--- src/design/dttm_pkg.sv ---
// Shared types, constants and helpers for the duration text parser.
`timescale 1ns / 1ps

package dttm_pkg;

  localparam int unsigned CharW  = 8;
  localparam int unsigned FieldW = 20;
  localparam int unsigned SumW   = 32;
  localparam int unsigned FracW  = 10;
  localparam int unsigned DurW   = 32;

  // Parser phases.
  localparam logic [1:0] PhaseInt  = 2'd0;
  localparam logic [1:0] PhaseFrac = 2'd1;
  localparam logic [1:0] PhaseDone = 2'd2;

  // Fraction digit places.
  localparam logic [1:0] PlaceHundreds = 2'd0;
  localparam logic [1:0] PlaceTens     = 2'd1;
  localparam logic [1:0] PlaceOnes     = 2'd2;
  localparam logic [1:0] PlaceFull     = 2'd3;

  localparam logic [1:0] MaxColons = 2'd2;

  localparam logic [FieldW-1:0] FieldLimit = 20'd100000;

  localparam logic [CharW-1:0] CharNul   = 8'h00;
  localparam logic [CharW-1:0] CharDot   = 8'h2E;
  localparam logic [CharW-1:0] CharZero  = 8'h30;
  localparam logic [CharW-1:0] CharNine  = 8'h39;
  localparam logic [CharW-1:0] CharColon = 8'h3A;

  typedef struct packed {
    logic [FieldW-1:0] field_value;
    logic [SumW-1:0]   seconds_sum;
    logic [1:0]        colon_count;
    logic              digit_seen;
    logic [1:0]        phase;
    logic [FracW-1:0]  fraction_ms;
    logic [1:0]        fraction_place;
    logic              failed;
  } parse_state_t;

  typedef struct packed {
    logic              failed;
    logic [SumW-1:0]   seconds;
    logic [FracW-1:0]  fraction_ms;
  } parse_result_t;

  localparam parse_state_t StateReset = '{
    field_value:    '0,
    seconds_sum:    '0,
    colon_count:    '0,
    digit_seen:     1'b0,
    phase:          PhaseInt,
    fraction_ms:    '0,
    fraction_place: PlaceHundreds,
    failed:         1'b0
  };

  function automatic logic [FracW-1:0] place_weight(input logic [1:0] place);
    logic [FracW-1:0] w;
    unique case (place)
      PlaceHundreds: w = 10'd100;
      PlaceTens:     w = 10'd10;
      PlaceOnes:     w = 10'd1;
      default:       w = 10'd0;
    endcase
    return w;
  endfunction

endpackage

--- src/design/dttm_step.sv ---
// Per-character update of the parser state and the final value on the last character.
`timescale 1ns / 1ps

module dttm_step (
  input  dttm_pkg::parse_state_t         state_i,
  input  logic [dttm_pkg::CharW-1:0]     char_i,
  output dttm_pkg::parse_state_t         state_o,
  output dttm_pkg::parse_result_t        result_o
);

  logic                         is_digit;
  logic [3:0]                   digit;
  logic [dttm_pkg::SumW-1:0]    fold_old;
  logic [dttm_pkg::SumW-1:0]    fold_new;
  dttm_pkg::parse_state_t       nxt;

  assign is_digit = (char_i >= dttm_pkg::CharZero) && (char_i <= dttm_pkg::CharNine);
  assign digit    = is_digit ? 4'(char_i - dttm_pkg::CharZero) : 4'd0;

  // Seconds folded with the field as it stood before and after this character.
  assign fold_old = 32'(state_i.seconds_sum * 32'd60) + 32'(state_i.field_value);
  assign fold_new = 32'(state_i.seconds_sum * 32'd60) + 32'(nxt.field_value);

  always_comb begin
    nxt = state_i;
    if (!state_i.failed) begin
      unique case (state_i.phase)
        dttm_pkg::PhaseInt: begin
          priority if (is_digit) begin
            if (state_i.field_value > dttm_pkg::FieldLimit) begin
              nxt.failed = 1'b1;
            end else begin
              nxt.field_value = 20'(state_i.field_value * 20'd10) + 20'(digit);
              nxt.digit_seen  = 1'b1;
            end
          end else if (char_i == dttm_pkg::CharColon) begin
            if (state_i.colon_count >= dttm_pkg::MaxColons) begin
              nxt.failed = 1'b1;
            end else begin
              nxt.seconds_sum = fold_old;
              nxt.field_value = '0;
              nxt.digit_seen  = 1'b0;
              nxt.colon_count = state_i.colon_count + 2'd1;
            end
          end else if (char_i == dttm_pkg::CharDot || char_i == dttm_pkg::CharNul) begin
            if (!state_i.digit_seen) begin
              nxt.failed = 1'b1;
            end else begin
              nxt.seconds_sum = fold_old;
            end
            nxt.phase = (char_i == dttm_pkg::CharDot) ? dttm_pkg::PhaseFrac
                                                      : dttm_pkg::PhaseDone;
          end else begin
            nxt.failed = 1'b1;
          end
        end
        dttm_pkg::PhaseFrac: begin
          if (is_digit && state_i.fraction_place != dttm_pkg::PlaceFull) begin
            nxt.fraction_ms = state_i.fraction_ms
                            + 10'(10'(digit) * dttm_pkg::place_weight(state_i.fraction_place));
            nxt.fraction_place = state_i.fraction_place + 2'd1;
          end else begin
            nxt.phase = dttm_pkg::PhaseDone;
          end
        end
        default: begin
        end
      endcase
    end
  end

  assign state_o = nxt;

  // When the text ends still inside the integer part, the open field is folded in here.
  always_comb begin
    result_o.fraction_ms = nxt.fraction_ms;
    if (!nxt.failed && nxt.phase == dttm_pkg::PhaseInt) begin
      result_o.failed  = !nxt.digit_seen;
      result_o.seconds = fold_new;
    end else begin
      result_o.failed  = nxt.failed;
      result_o.seconds = nxt.seconds_sum;
    end
  end

endmodule

--- src/design/duration_text_to_milliseconds_unit.sv ---
// Top level of the duration text to milliseconds converter.
//
// The input channel carries one character of a duration text per transaction
// (character_i, with last_i marking the final character). Texts such as
// H:MM:SS.fff, MM:SS or bare seconds are accepted; a zero byte ends the text.
// The output channel carries one transaction per text, on its last character:
// total_ms_o in milliseconds, or 0 for malformed text, wrapping modulo 2^32.
// Transactions on both channels complete on a rising edge where valid is high
// and stall is low.
// Throughput is one character per cycle unless the receiver stalls.
// The pipeline has three registers: the input register, the parser state
// with the result register, and the output register holding the final
// multiply by 1000, from which out_valid_o and total_ms_o are driven.
// When the receiver stalls, the pipeline compacts bubbles and then holds;
// in_stall_o rises only once every stage is occupied.
// Reset empties the pipeline and returns the parser to the start of a text.
`timescale 1ns / 1ps

module duration_text_to_milliseconds_unit (
  input  logic                          clk_i,
  input  logic                          rst_ni,
  input  logic                          in_valid_i,
  output logic                          in_stall_o,
  input  logic [dttm_pkg::CharW-1:0]    character_i,
  input  logic                          last_i,
  output logic                          out_valid_o,
  input  logic                          out_stall_i,
  output logic [dttm_pkg::DurW-1:0]     total_ms_o
);

  logic                         in_valid_q;
  logic [dttm_pkg::CharW-1:0]   in_char_q;
  logic                         in_last_q;

  dttm_pkg::parse_state_t       state_q;
  dttm_pkg::parse_state_t       state_d;
  dttm_pkg::parse_result_t      step_result;

  logic                         res_valid_q;
  dttm_pkg::parse_result_t      res_q;

  logic                         out_valid_q;
  logic [dttm_pkg::DurW-1:0]    duration_q;
  logic [dttm_pkg::DurW-1:0]    duration_d;

  logic                         en_out;
  logic                         en_res;
  logic                         en_in;

  assign en_out     = !out_valid_q || !out_stall_i;
  assign en_res     = !res_valid_q || en_out;
  assign en_in      = !in_valid_q || en_res;
  assign in_stall_o = !en_in;

  dttm_step u_step (
    .state_i  (state_q),
    .char_i   (in_char_q),
    .state_o  (state_d),
    .result_o (step_result)
  );

  always_ff @(posedge clk_i or negedge rst_ni) begin
    if (!rst_ni) begin
      in_valid_q <= 1'b0;
    end else if (en_in) begin
      in_valid_q <= in_valid_i;
    end
  end

  always_ff @(posedge clk_i) begin
    if (en_in && in_valid_i) begin
      in_char_q <= character_i;
      in_last_q <= last_i;
    end
  end

  // The parser state moves on when the character leaves the input register.
  always_ff @(posedge clk_i or negedge rst_ni) begin
    if (!rst_ni) begin
      state_q     <= dttm_pkg::StateReset;
      res_valid_q <= 1'b0;
    end else if (en_res) begin
      res_valid_q <= in_valid_q && in_last_q;
      if (in_valid_q) begin
        state_q <= in_last_q ? dttm_pkg::StateReset : state_d;
      end
    end
  end

  always_ff @(posedge clk_i) begin
    if (en_res && in_valid_q && in_last_q) begin
      res_q <= step_result;
    end
  end

  assign duration_d = res_q.failed ? '0
                    : 32'(res_q.seconds * 32'd1000) + 32'(res_q.fraction_ms);

  always_ff @(posedge clk_i or negedge rst_ni) begin
    if (!rst_ni) begin
      out_valid_q <= 1'b0;
    end else if (en_out) begin
      out_valid_q <= res_valid_q;
    end
  end

  always_ff @(posedge clk_i) begin
    if (en_out && res_valid_q) begin
      duration_q <= duration_d;
    end
  end

  assign out_valid_o = out_valid_q;
  assign total_ms_o  = duration_q;

endmodule

--- config.mk ---
export PLATFORM = sky130hd
export DESIGN_NAME = duration_text_to_milliseconds_unit
export DESIGN_NICKNAME = d
export VERILOG_FILES = /design/src/design/dttm_pkg.sv /design/src/design/dttm_step.sv /design/src/design/duration_text_to_milliseconds_unit.sv
export SDC_FILE = /design/constraint.sdc
export NUM_CORES = 1
export LEC_CHECK = 0
export ABC_AREA = 1
export BUFFER_PORTS_ARGS = -buffer_cell sky130_fd_sc_hd__buf_2
export CORE_MARGIN = 1.5
export CORE_UTILIZATION = 58
export CTS_CLUSTER_DIAMETER = 80
export CTS_CLUSTER_SIZE = 24
export DETAILED_ROUTE_END_ITERATION = 10
export MAX_ROUTING_LAYER = met4
export PLACE_DENSITY_LB_ADDON = 0.08
export SLEW_MARGIN = 0
export SYNTH_ARGS = -nofsm -noshare
export SYNTH_HDL_FRONTEND = slang
export SYNTH_SLANG_ARGS = --single-unit
--- constraint.sdc ---
create_clock -name clk_i -period 5.6 [get_ports clk_i]
set_input_delay 0.56 -clock clk_i [delete_from_list [all_inputs] [get_ports clk_i]]
set_output_delay 0.56 -clock clk_i [all_outputs]
set_load 0.01 [all_outputs]
==> summary.txt, run 1 <==
Yosys
  • Distinct cell type count of the synthesized netlist: 53
  • Number of flops mapped to enable cells by yosys: 81
  • Mapped cell area: ~19000 sq um
  • Async SR Flop Fraction: between 40% and 50%
  • Register area share after synthesis: 22.0%
  • Syn nets: 2856
  • #FFs+latches synth: 151
  • Main synth FF type: edfxtp_1
  • Syn_area_per_cell: approximately 7.6 sq um
  • Synth warnings: 0
  • Synth Instances: 2500

CTS
  • TritonCTS Buffers: 17
  • # clock sinks: ~150
  • CTS Buffer Depth: 2
  • Clock latency on the worst-skew pair: 470 ps
  • Reg clk slew, reported paths: about 70 ps
  • # H-tree levels: 4
  • CTS tree: yes
  • Root Driver: clkbuf_16

Setup path
  • Crit path DAT: 5470 ps
  • Critical path depth: 20
  • Top delay family on crit path: adder cells
  • Worst setup path start: state_q[21]
  • CP peak stage delay: approximately 520 ps
  • FF-to-FF setup slack: 320 ps
  • Worst R2R End: res_q[21]
  • CP endpoint: res_q[21]
  • CP endpoint kind: register
  • Worst EP required: 5790 ps
  • Worst-path fanout max: 6
  • Reg2reg start: state_q[21]
  • Most common cell on crit path: nand2_1
  • Startpoint class of the critical path: register
  • Worst path cell trace: inv_1, fa_1, fa_1, inv_1, ha_1, nand2_1, o21ai_2, buf_4, xor2_1, ha_1, a21oi_1, inv_1, a31oi_1, o21ai_0, nand2_1, nand2_1, o21ai_0, nand2_1, nand3_1, o21ai_0
  • Critical path type: reg -> reg
  • Register-to-Register Path Depth: 20
  • Worst path slowest cell: fa_1
  • WP buf/inv: 4

Placement
  • DP Wirelength: 43300 um
  • Placement Setup Slack: -3.86 ps
  • Placed cell areas: around 20000 sq um
  • RD Place Congestion: about 1.0
  • Port bufs: 46
  • Placed cell count: 3007

STA
  • Worst Max-Slew Pin Slew: 1270 ps
  • Fmax: about 0.19 GHz
  • Fin Setup TNS: 0 ps
  • # setup viols final: 0
  • Count of final hold-check violations: 0
  • Fin crit share: 94.3%
  • Final worst setup slack: 321 ps
  • Worst hold slack: approximately 270 ps
  • Slew Limit Headroom: about 16%
  • Final Slew Violations: 0
  • Final min period: 5280 ps
  • Clock skew: ~18 ps

Pwr
  • Final Total Pwr: 6.50 mW
  • P_leak: around 10 nW
  • Peak VDD IR: 0.253 mV
  • Pwr/cell area: 313 nW/um^2

Floorplanning
  • Chip height: 184 um
  • Io pins: 47
  • Cell Rows: 66
  • Full die area: 33800 sq um
  • Initial Util: 58.6%
  • Core area: 32400 sq um
  • Die W: between 150 and 200 um

Global routing
  • Initial antenna violation count: 1
  • Total grt overflow: 0
  • Total GRT Usage: 33.8%
  • First-pass GRT wire length: 86200 um
  • Largest net degree at the start of global routing: 66
  • Vias in the first global route: 16900

Worst hold path
  • Hold crit path type: in -> reg

Drt
  • Initial DRC Count: approximately 1300
  • Total wire length: approximately 53000 um
  • Via density: around 5.6
  • Routed vias: between 15000 and 20000
  • Average wire per standard cell: about 17 um
  • Post-DRT Antenna Nets: 0
  • Number of remaining DRC errors: 0
  • Pre-antenna DRT Iters: 6

Cells and area
  • Finished Core Util: ~64%
  • Area grow syn2layout: 9.55%
  • Design Area, Final: 20800 sq um
  • Share of cells above drive strength 1: between 8 and 9%
  • Net count, final: 2952
  • Non-filler cells, final: 3052

Run status
  • Status: finished clean

Job
  • Max Cap Viol: 0
report_power, final:
group          leakage (nW)  switching, mW  internal, mW
Combinational          8.38           2.61          1.32
Clock                 0.301          0.608         0.612
Sequential             1.75         0.0627          1.29
Total                  10.4           3.28          3.22
layout make-up:
type / instances / area (sq um)
tap: 442 / 553
clock buffer: 17 / 425
timing repair buffer: 108 / 701
antenna: 1 / 2.50
sequential: 151 / 4180
inverter: 439 / 1650
multi-input combinational: 1879 / 13100
fill: 2980 / 11600
clock inverter: 15 / 196
state kept, by name, summed over array words and instances, names as in the netlist:
name,flops
state_q,67
res_q,40
total_ms_o,32
in_char_q,8
in_last_q,1
in_valid_q,1
out_valid_o,1
res_valid_q,1
routing by layer:
metal	part of all wire (%)	track usage, %	vias up
met5	0	-	-
met4	3.9	14.4	0
met3	5.5	4.14	103
met2	47	55.2	561
met1	43	42.4	8124
li1	-	-	8345
kinds of logic (layout without fill, tap and decap cells):
family | Yosys count | in the layout | synth area share (%)
and+or+nand+nor | 1015 | 1015 | 22.7
muxes | 4 | 4 | 0.211
other | 0 | 1 | 0
xor gates and xnor gates | 98 | 98 | 4.72
adders and majority gates | 343 | 343 | 28.8
AOI/OAI and AO/OA | 419 | 419 | 12.2
DFF | 151 | 151 | 22.0
buffers and inverters | 470 | 579 | 9.33
Yosys cell counts, types with 11 or more instances:
cell	count	share of area (%)
nand4_1	48	1.6
ha_1	187	12
nor2_1	198	3.9
fa_1	156	16
a21oi_1	154	4.1
nand2_1	561	11
clkbuf_1	24	0.47
o22ai_1	34	1.1
o21ai_0	161	4.2
xnor2_1	43	2.0
dfrtp_1	70	9.2
nand3_1	139	3.7
nor3_1	18	0.47
xor2_1	50	2.3
edfxtp_1	81	13
inv_1	432	8.5
a21o_1	11	0.44
how the worst min path moves through the flow:
stage / from / to / cells after the start / slack, ps
floorplan: rst_ni / in_valid_q / 0 / 260
CTS: character_i[2] / in_char_q[2] / 1 / 260
global route: character_i[4] / in_char_q[4] / 1 / 260
finish: character_i[4] / in_char_q[4] / 1 / 270
global placement: rst_ni / out_valid_o / 1 / 410
detailed placement: rst_ni / out_valid_o / 1 / 410
layout by cell type, fill, tap and decap left out, types with 5 or more instances in the layout:
cell       instances
nand3_1          139
nor2_1           195
xnor2_1           43
nand2_1          561
clkinv_8           6
inv_8              5
nor3_2             5
o21ai_1            7
ha_1             185
a21oi_1          148
a21oi_2            7
a31oi_1            8
o21ai_0          159
o21bai_1           6
dfrtp_1           70
nand4_1           48
nor4_1             6
clkbuf_16         17
fa_1             156
o22ai_1           34
buf_2             45
buf_4             62
nor2_2            10
xor2_1            50
nor3_1            17
o21a_1             5
edfxtp_1          81
inv_2             10
a21o_1            11
inv_1            428
nand2_2            8
or2_2             10
repair_timing:
item	in CTS	in global routing
endpoints found under the hold margin	5	0
gates resized for setup	1	18
setup endpoints to repair	1	20
gates cloned	0	0
pin swaps	1	1
buffers inserted	1	10
hold buffers	1	0
Note: power is estimated with default switching activity, not from simulation.
==> inputs of run 2 (changes only) <==
- ABC_AREA: 1 -> 0
==> summary.txt, run 2 <==
Run status
  • Status: finished clean

Drt
  • Post-DRT Antenna Nets: 0
  • Initial DRC Count: between 1000 and 1500
  • Via density: 5.88
  • Routed vias: 14500
  • Pre-antenna DRT Iters: 5
  • Average wire per standard cell: 18.1 um
  • Number of remaining DRC errors: 0
  • Total wire length: 44800 um

Global routing
  • Largest net degree at the start of global routing: 71
  • Total GRT Usage: 29.6%
  • Vias in the first global route: 14000
  • First-pass GRT wire length: 71600 um
  • Initial antenna violation count: 0
  • Total grt overflow: 0

Setup path
  • CP endpoint kind: register
  • CP peak stage delay: 580 ps
  • Register-to-Register Path Depth: 21
  • Worst path slowest cell: fa_1
  • Critical path depth: 21
  • Top delay family on crit path: adder cells
  • Startpoint class of the critical path: register
  • WP buf/inv: 3
  • Worst path cell trace: fa_1, fa_1, inv_1, fa_2, nand2b_4, a211oi_4, nor3_2, buf_4, o21ai_0, a21oi_1, xnor2_2, ha_2, nor2b_1, nor4_2, a21oi_4, a311oi_2, buf_4, nor3_1, xnor2_1, a221oi_2, a21oi_1
  • Worst-path fanout max: 7
  • Worst EP required: 5740 ps
  • Critical path type: reg -> reg
  • Crit path DAT: 5660 ps

STA
  • Final worst setup slack: about 78 ps
  • Final Slew Violations: 0
  • Worst Max-Slew Pin Slew: 1090 ps
  • Count of final hold-check violations: 0
  • Slew Limit Headroom: 27.2%
  • Worst hold slack: about 280 ps
  • Final min period: between 5000 and 6000 ps
  • Clock skew: approximately 12 ps
  • Fmax: 0.181 GHz
  • # setup viols final: 0
  • RSZ-0062 raised after global routing: yes
  • Fin crit share: 98.6%

Cells and area
  • Commonest non-fill, non-tap cell in the layout: inv_1
  • Finished Core Util: 66.8%
  • Top reg by flops: state_q
  • # diodes: 0
  • Most frequent cells in the layout: inv_1, ha_1, nand2_1, fa_1, nor2_1
  • Share of cells above drive strength 1: 15.4%
  • Max reg flops: 67
  • Non-filler cells, final: approximately 2500
  • Area grow syn2layout: 13.9%
  • Net count, final: 2413
  • Design Area, Final: 20300 sq um

Yosys
  • Share of the synthesized area in the top cell type: 17.5%
  • Synth top cells by count: inv_1, ha_1, nand2_1
  • Post-synth top area cell: fa_1
  • Syn nets: 2285
  • Main synth FF type: edfxtp_1
  • Top cells by area, synth: fa_1, edfxtp_1, ha_1
  • Synth warnings: 0
  • Most frequent cell after synthesis: inv_1
  • Syn_area_per_cell: 9.25 sq um
  • Number of flops mapped to enable cells by yosys: 81
  • Synth Instances: 1929
  • Register area share after synthesis: 23.5%
  • Async SR Flop Fraction: between 40% and 50%
  • #FFs+latches synth: about 150
  • Distinct cell type count of the synthesized netlist: 83
  • Mapped cell area: 17800 sq um

Floorplanning
  • Cell Rows: 64
  • Core area: 30400 sq um
  • Chip height: 178 um
  • Die W: 178 um
  • Io pins: between 40 and 50
  • Full die area: 31800 sq um
  • Initial Util: about 59%

Pwr
  • Logic gate share of total power: about three fifths
  • Switch share: between 40% and 50%
  • Clk pwr share: between 20% and 30%
  • Sequential group share of total power: 20.7%
  • Peak VDD IR: 0.268 mV
  • Internal power: roughly 3.5 mW
  • Pwr/cell area: 297 nW/um^2
  • P_leak: 9.56 nW
  • Net switching power: around 2.5 mW

CTS
  • Clock latency on the worst-skew pair: 450 ps
  • # H-tree levels: 4
  • # clock sinks: 151
  • CTS tree: yes
  • TritonCTS Buffers: 17
  • Reg clk slew, reported paths: 70 ps
  • CTS Buffer Depth: 2
  • Root Driver: clkbuf_16
  • Cts hold-fix bufs: 0

Placement
  • Placed cell count: 2406
  • Placed cell areas: 19000 sq um
  • RD Place Congestion: 0.967
  • DP Wirelength: 35100 um
  • Placement Setup Slack: -110 ps
  • Port bufs: 46

Worst hold path
  • Worst hold stages: 1
  • Hold crit path type: in -> reg

Job
  • Max Cap Viol: 0
==> run 2: power groups by stage <==
stage / Sequential, mW / Clock (mW) / Combinational [mW]
after floorplan: 1.28 / 0 / 2.41
after global placement: 1.27 / 0 / 3.04
after detailed placement: 1.27 / 0 / 3.10
after CTS: 1.25 / 1.24 / 3.15
after global routing: 1.26 / 1.28 / 3.95
final: 1.25 / 1.23 / 3.56
==> run 2: worst register-to-register path, stage by stage (launching register included) <==
cell	delay, ps
dfrtp_1	430
fa_1	550
fa_1	590
inv_1	60
fa_2	350
nand2b_4	170
a211oi_4	300
nor3_2	80
buf_4	150
o21ai_0	210
a21oi_1	150
xnor2_2	200
ha_2	360
nor2b_1	170
nor4_2	360
a21oi_4	120
a311oi_2	280
buf_4	180
nor3_1	50
xnor2_1	150
a221oi_2	240
a21oi_1	80
==> run 2: cell families after synthesis <==
group | Yosys count | share of synthesized area (%)
flip-flops | 151 | 23.5
XOR/XNOR | 141 | 6.92
adder cells (fa/ha/maj) | 343 | 30.6
buffers and inverters | 267 | 5.67
AND/OR/NAND/NOR | 531 | 14.7
multiplexers | 10 | 0.596
AO/OA/AOI/OAI | 486 | 18.0
==> run 2: what timing repair did <==
action                     4_1_cts  5_1_grt
gates resized for setup          6      108
pin swaps                        1       40
setup endpoints to repair        8       26
buffers inserted                 0       28
==> run 2: cell type report <==
class | count | area [sq um]
clock buffer | 17 | 425
clock inverter | 15 | 184
fill | 2416 | 10100
inverter | 221 | 830
multi-input combinational | 1511 | 13100
sequential | 151 | 4190
tap | 396 | 495
timing repair buffer | 155 | 1060
==> run 2: routing by layer <==
| metal | global-route usage [%] | vias to the layer above | share of wire, % |
|---|---|---|---|
| met5 | - | - | 0 |
| met4 | 8.37 | 0 | 2.0 |
| met3 | 3.60 | 57 | 4.9 |
| met2 | 45.6 | 370 | 46 |
| met1 | 41.2 | 7065 | 47 |
| li1 | - | 7010 | - |
==> run 2: path summary, 6_finish.rpt <==
check                          startpoint            to  slack [ps]
setup / recovery              state_q[19]     res_q[35]          80
max in group asynchronous          rst_ni   state_q[20]        4520
hold reg to reg               state_q[11]   state_q[11]         500
min in group asynchronous          rst_ni   out_valid_o         360
hold / removal             character_i[5]  in_char_q[5]         280
setup reg to reg              state_q[19]     res_q[35]          80
==> run 2: per-stage QoR <==
stage	setup TNS [ps]	power [mW]
after floorplan	0	3.68
after global placement	0	4.31
after detailed placement	-196	4.38
after CTS	0	5.64
after global routing	-376	6.49
final	0	6.04
==> inputs of run 3 (changes only) <==
- CELL_PAD_IN_SITES_DETAIL_PLACEMENT: unset -> 1
- CELL_PAD_IN_SITES_GLOBAL_PLACEMENT: unset -> 1
- CORE_UTILIZATION: 58 -> 51
==> summary.txt, run 3 (synthesized netlist as in run 2, its figures left out) <==
Run status
  • Status: finished clean

CTS
  • CTS Buffer Depth: 2
  • # H-tree levels: 4
  • Reg clk slew, reported paths: roughly 70 ps
  • TritonCTS Buffers: 17
  • CTS tree: yes
  • Root Driver: clkbuf_16
  • Clock latency on the worst-skew pair: ~450 ps
  • # clock sinks: approximately 150

Worst hold path
  • Hold crit path type: in -> reg

Cells and area
  • Max reg flops: 67
  • Share of cells above drive strength 1: 15.6%
  • Non-filler cells, final: 2550
  • Area grow syn2layout: 14.6%
  • Top reg by flops: state_q
  • Fillers: 3928
  • Commonest non-fill, non-tap cell in the layout: inv_1
  • Finished Core Util: 59.4%
  • Reg area: about 4200 sq um
  • Area taken by multi-input logic gates: around 13000 sq um
  • Most frequent cells in the layout: inv_1, ha_1, nand2_1, fa_1, buf_4
  • Design Area, Final: 20500 sq um
  • Net count, final: about 2400

STA
  • Fmax: 0.180 GHz
  • # setup viols final: 0
  • Fin crit share: approximately 99%
  • Final worst setup slack: roughly 48 ps
  • Slew Limit Headroom: 25.6%
  • Count of final hold-check violations: 0
  • Fin Setup TNS: 0 ps
  • Worst hold slack: 289 ps
  • Final min period: 5550 ps
  • Worst Max-Slew Pin Slew: 1110 ps
  • Clock skew: 11.7 ps
  • Final Slew Violations: 0

Floorplanning
  • Chip height: 190 um
  • Full die area: 36100 sq um
  • Io pins: 47
  • Initial Util: 51.8%
  • Core area: 34500 sq um
  • Cell Rows: 68
  • Die W: about 190 um

Global routing
  • Largest net degree at the start of global routing: 65
  • First-pass GRT wire length: 85300 um
  • Vias in the first global route: 16100
  • Total grt overflow: 0
  • Total GRT Usage: 30.6%
  • Initial antenna violation count: 1

Setup path
  • Startpoint class of the critical path: register
  • FF-to-FF setup slack: 50 ps
  • CP endpoint kind: register
  • Crit path DAT: 5750 ps
  • Worst R2R End: total_ms_o[29]
  • CP endpoint: total_ms_o[29]
  • Worst path slowest cell: fa_1
  • Worst setup path start: res_q[19]
  • Worst-path fanout max: 5
  • Reg2reg start: res_q[19]
  • Worst EP required: 5800 ps
  • Register-to-Register Path Depth: 16
  • Critical path type: reg -> reg
  • Most common cell on crit path: fa_1
  • Worst path cell trace: buf_4, fa_1, fa_1, fa_1, fa_1, ha_2, and4_1, and3_4, nand3_1, nand3_1, xor2_1, and4bb_1, nand4b_4, nor3_1, nand3_1, mux2_2
  • CP peak stage delay: around 580 ps

Pwr
  • Sequential group share of total power: 20.8%
  • P_leak: 9.63 nW
  • Logic gate share of total power: 60.9%
  • Net switching power: around 2.7 mW
  • Internal power: 3.38 mW
  • Final Total Pwr: 6.03 mW
  • Switch share: 44.0%
  • Peak VDD IR: 0.245 mV
  • Clk pwr share: 18.4%
  • Pwr/cell area: between 200 and 300 nW/um^2

Placement
  • Port bufs: between 40 and 50
  • Placed cell count: 2489
  • RD Place Congestion: 0.901
  • Placement Setup Slack: -183 ps
  • Placed cell areas: 19300 sq um
  • DP Wirelength: 41900 um

Drt
  • Routed vias: 15000
  • Post-DRT Antenna Nets: 0
  • Initial DRC Count: 807
  • Average wire per standard cell: 20.8 um
  • Number of remaining DRC errors: 0
  • Pre-antenna DRT Iters: 5
  • Total wire length: roughly 53000 um
  • Via density: 5.89

Job
  • Max Cap Viol: 0
run 3: cell count changes in the layout (fill, tap and decap cells not counted), sizes merged:
cell	change
dlygate4sd3	+1
buf	+23
inv	-5
bufinv	-2
clkinv	+3
diode	+1
clkbuf	+2
clkinvlp	+2
run 3: how the worst min path moves through the flow:
stage | from | endpoint | slack (ps) | depth (start not counted)
floorplan | rst_ni | in_valid_q | 260 | 0
global placement | rst_ni | state_q[4] | 380 | 1
detailed placement | rst_ni | state_q[4] | 380 | 1
CTS | character_i[1] | in_char_q[1] | 280 | 1
global route | character_i[3] | in_char_q[3] | 270 | 1
finish | character_i[1] | in_char_q[1] | 290 | 1
run 3: metal layers:
layer  up-vias  GRT usage [%]  part of all wire, %
li1       7057              -                    -
met1      7607           39.2                   44
met2       269           51.7                   50
met3        79           2.45                  2.6
met4         0           9.28                  2.7
met5         -              -                    0
run 3: worst max-delay path, delay by kind of cell, from the launching register on:
kind	cells	cell delay, ps
xor+xnor	1	210
buf+inv	1	180
simple gates	8	1730
mux	1	280
flops	1	460
fa+ha+maj	5	2460
run 3: cell type report:
type | instances | share of cell area [%]
Multi-Input combinational cell | 1511 | 63.9
Sequential cell | 151 | 20.5
Timing Repair Buffer | 179 | 6.07
Inverter | 221 | 4.09
Tap cell | 455 | 2.78
Clock buffer | 19 | 2.17
Clock inverter | 13 | 0.471
Antenna cell | 1 | 0.0122
run 3: repair_timing:
item,in CTS,in global routing
hold buffers,1,0
pin swaps,2,34
setup endpoints to repair,14,36
hold endpoints to repair,6,0
setup buffers,2,25
gates resized for setup,14,99
run 3: power by group through the flow:
stage | Combinational [mW] | Clock (mW) | Sequential [mW]
global route | 4.05 | 1.16 | 1.26
floorplan | 2.41 | 0 | 1.28
global placement | 3.13 | 0 | 1.27
CTS | 3.35 | 1.12 | 1.25
detailed placement | 3.28 | 0 | 1.28
finish | 3.67 | 1.11 | 1.25
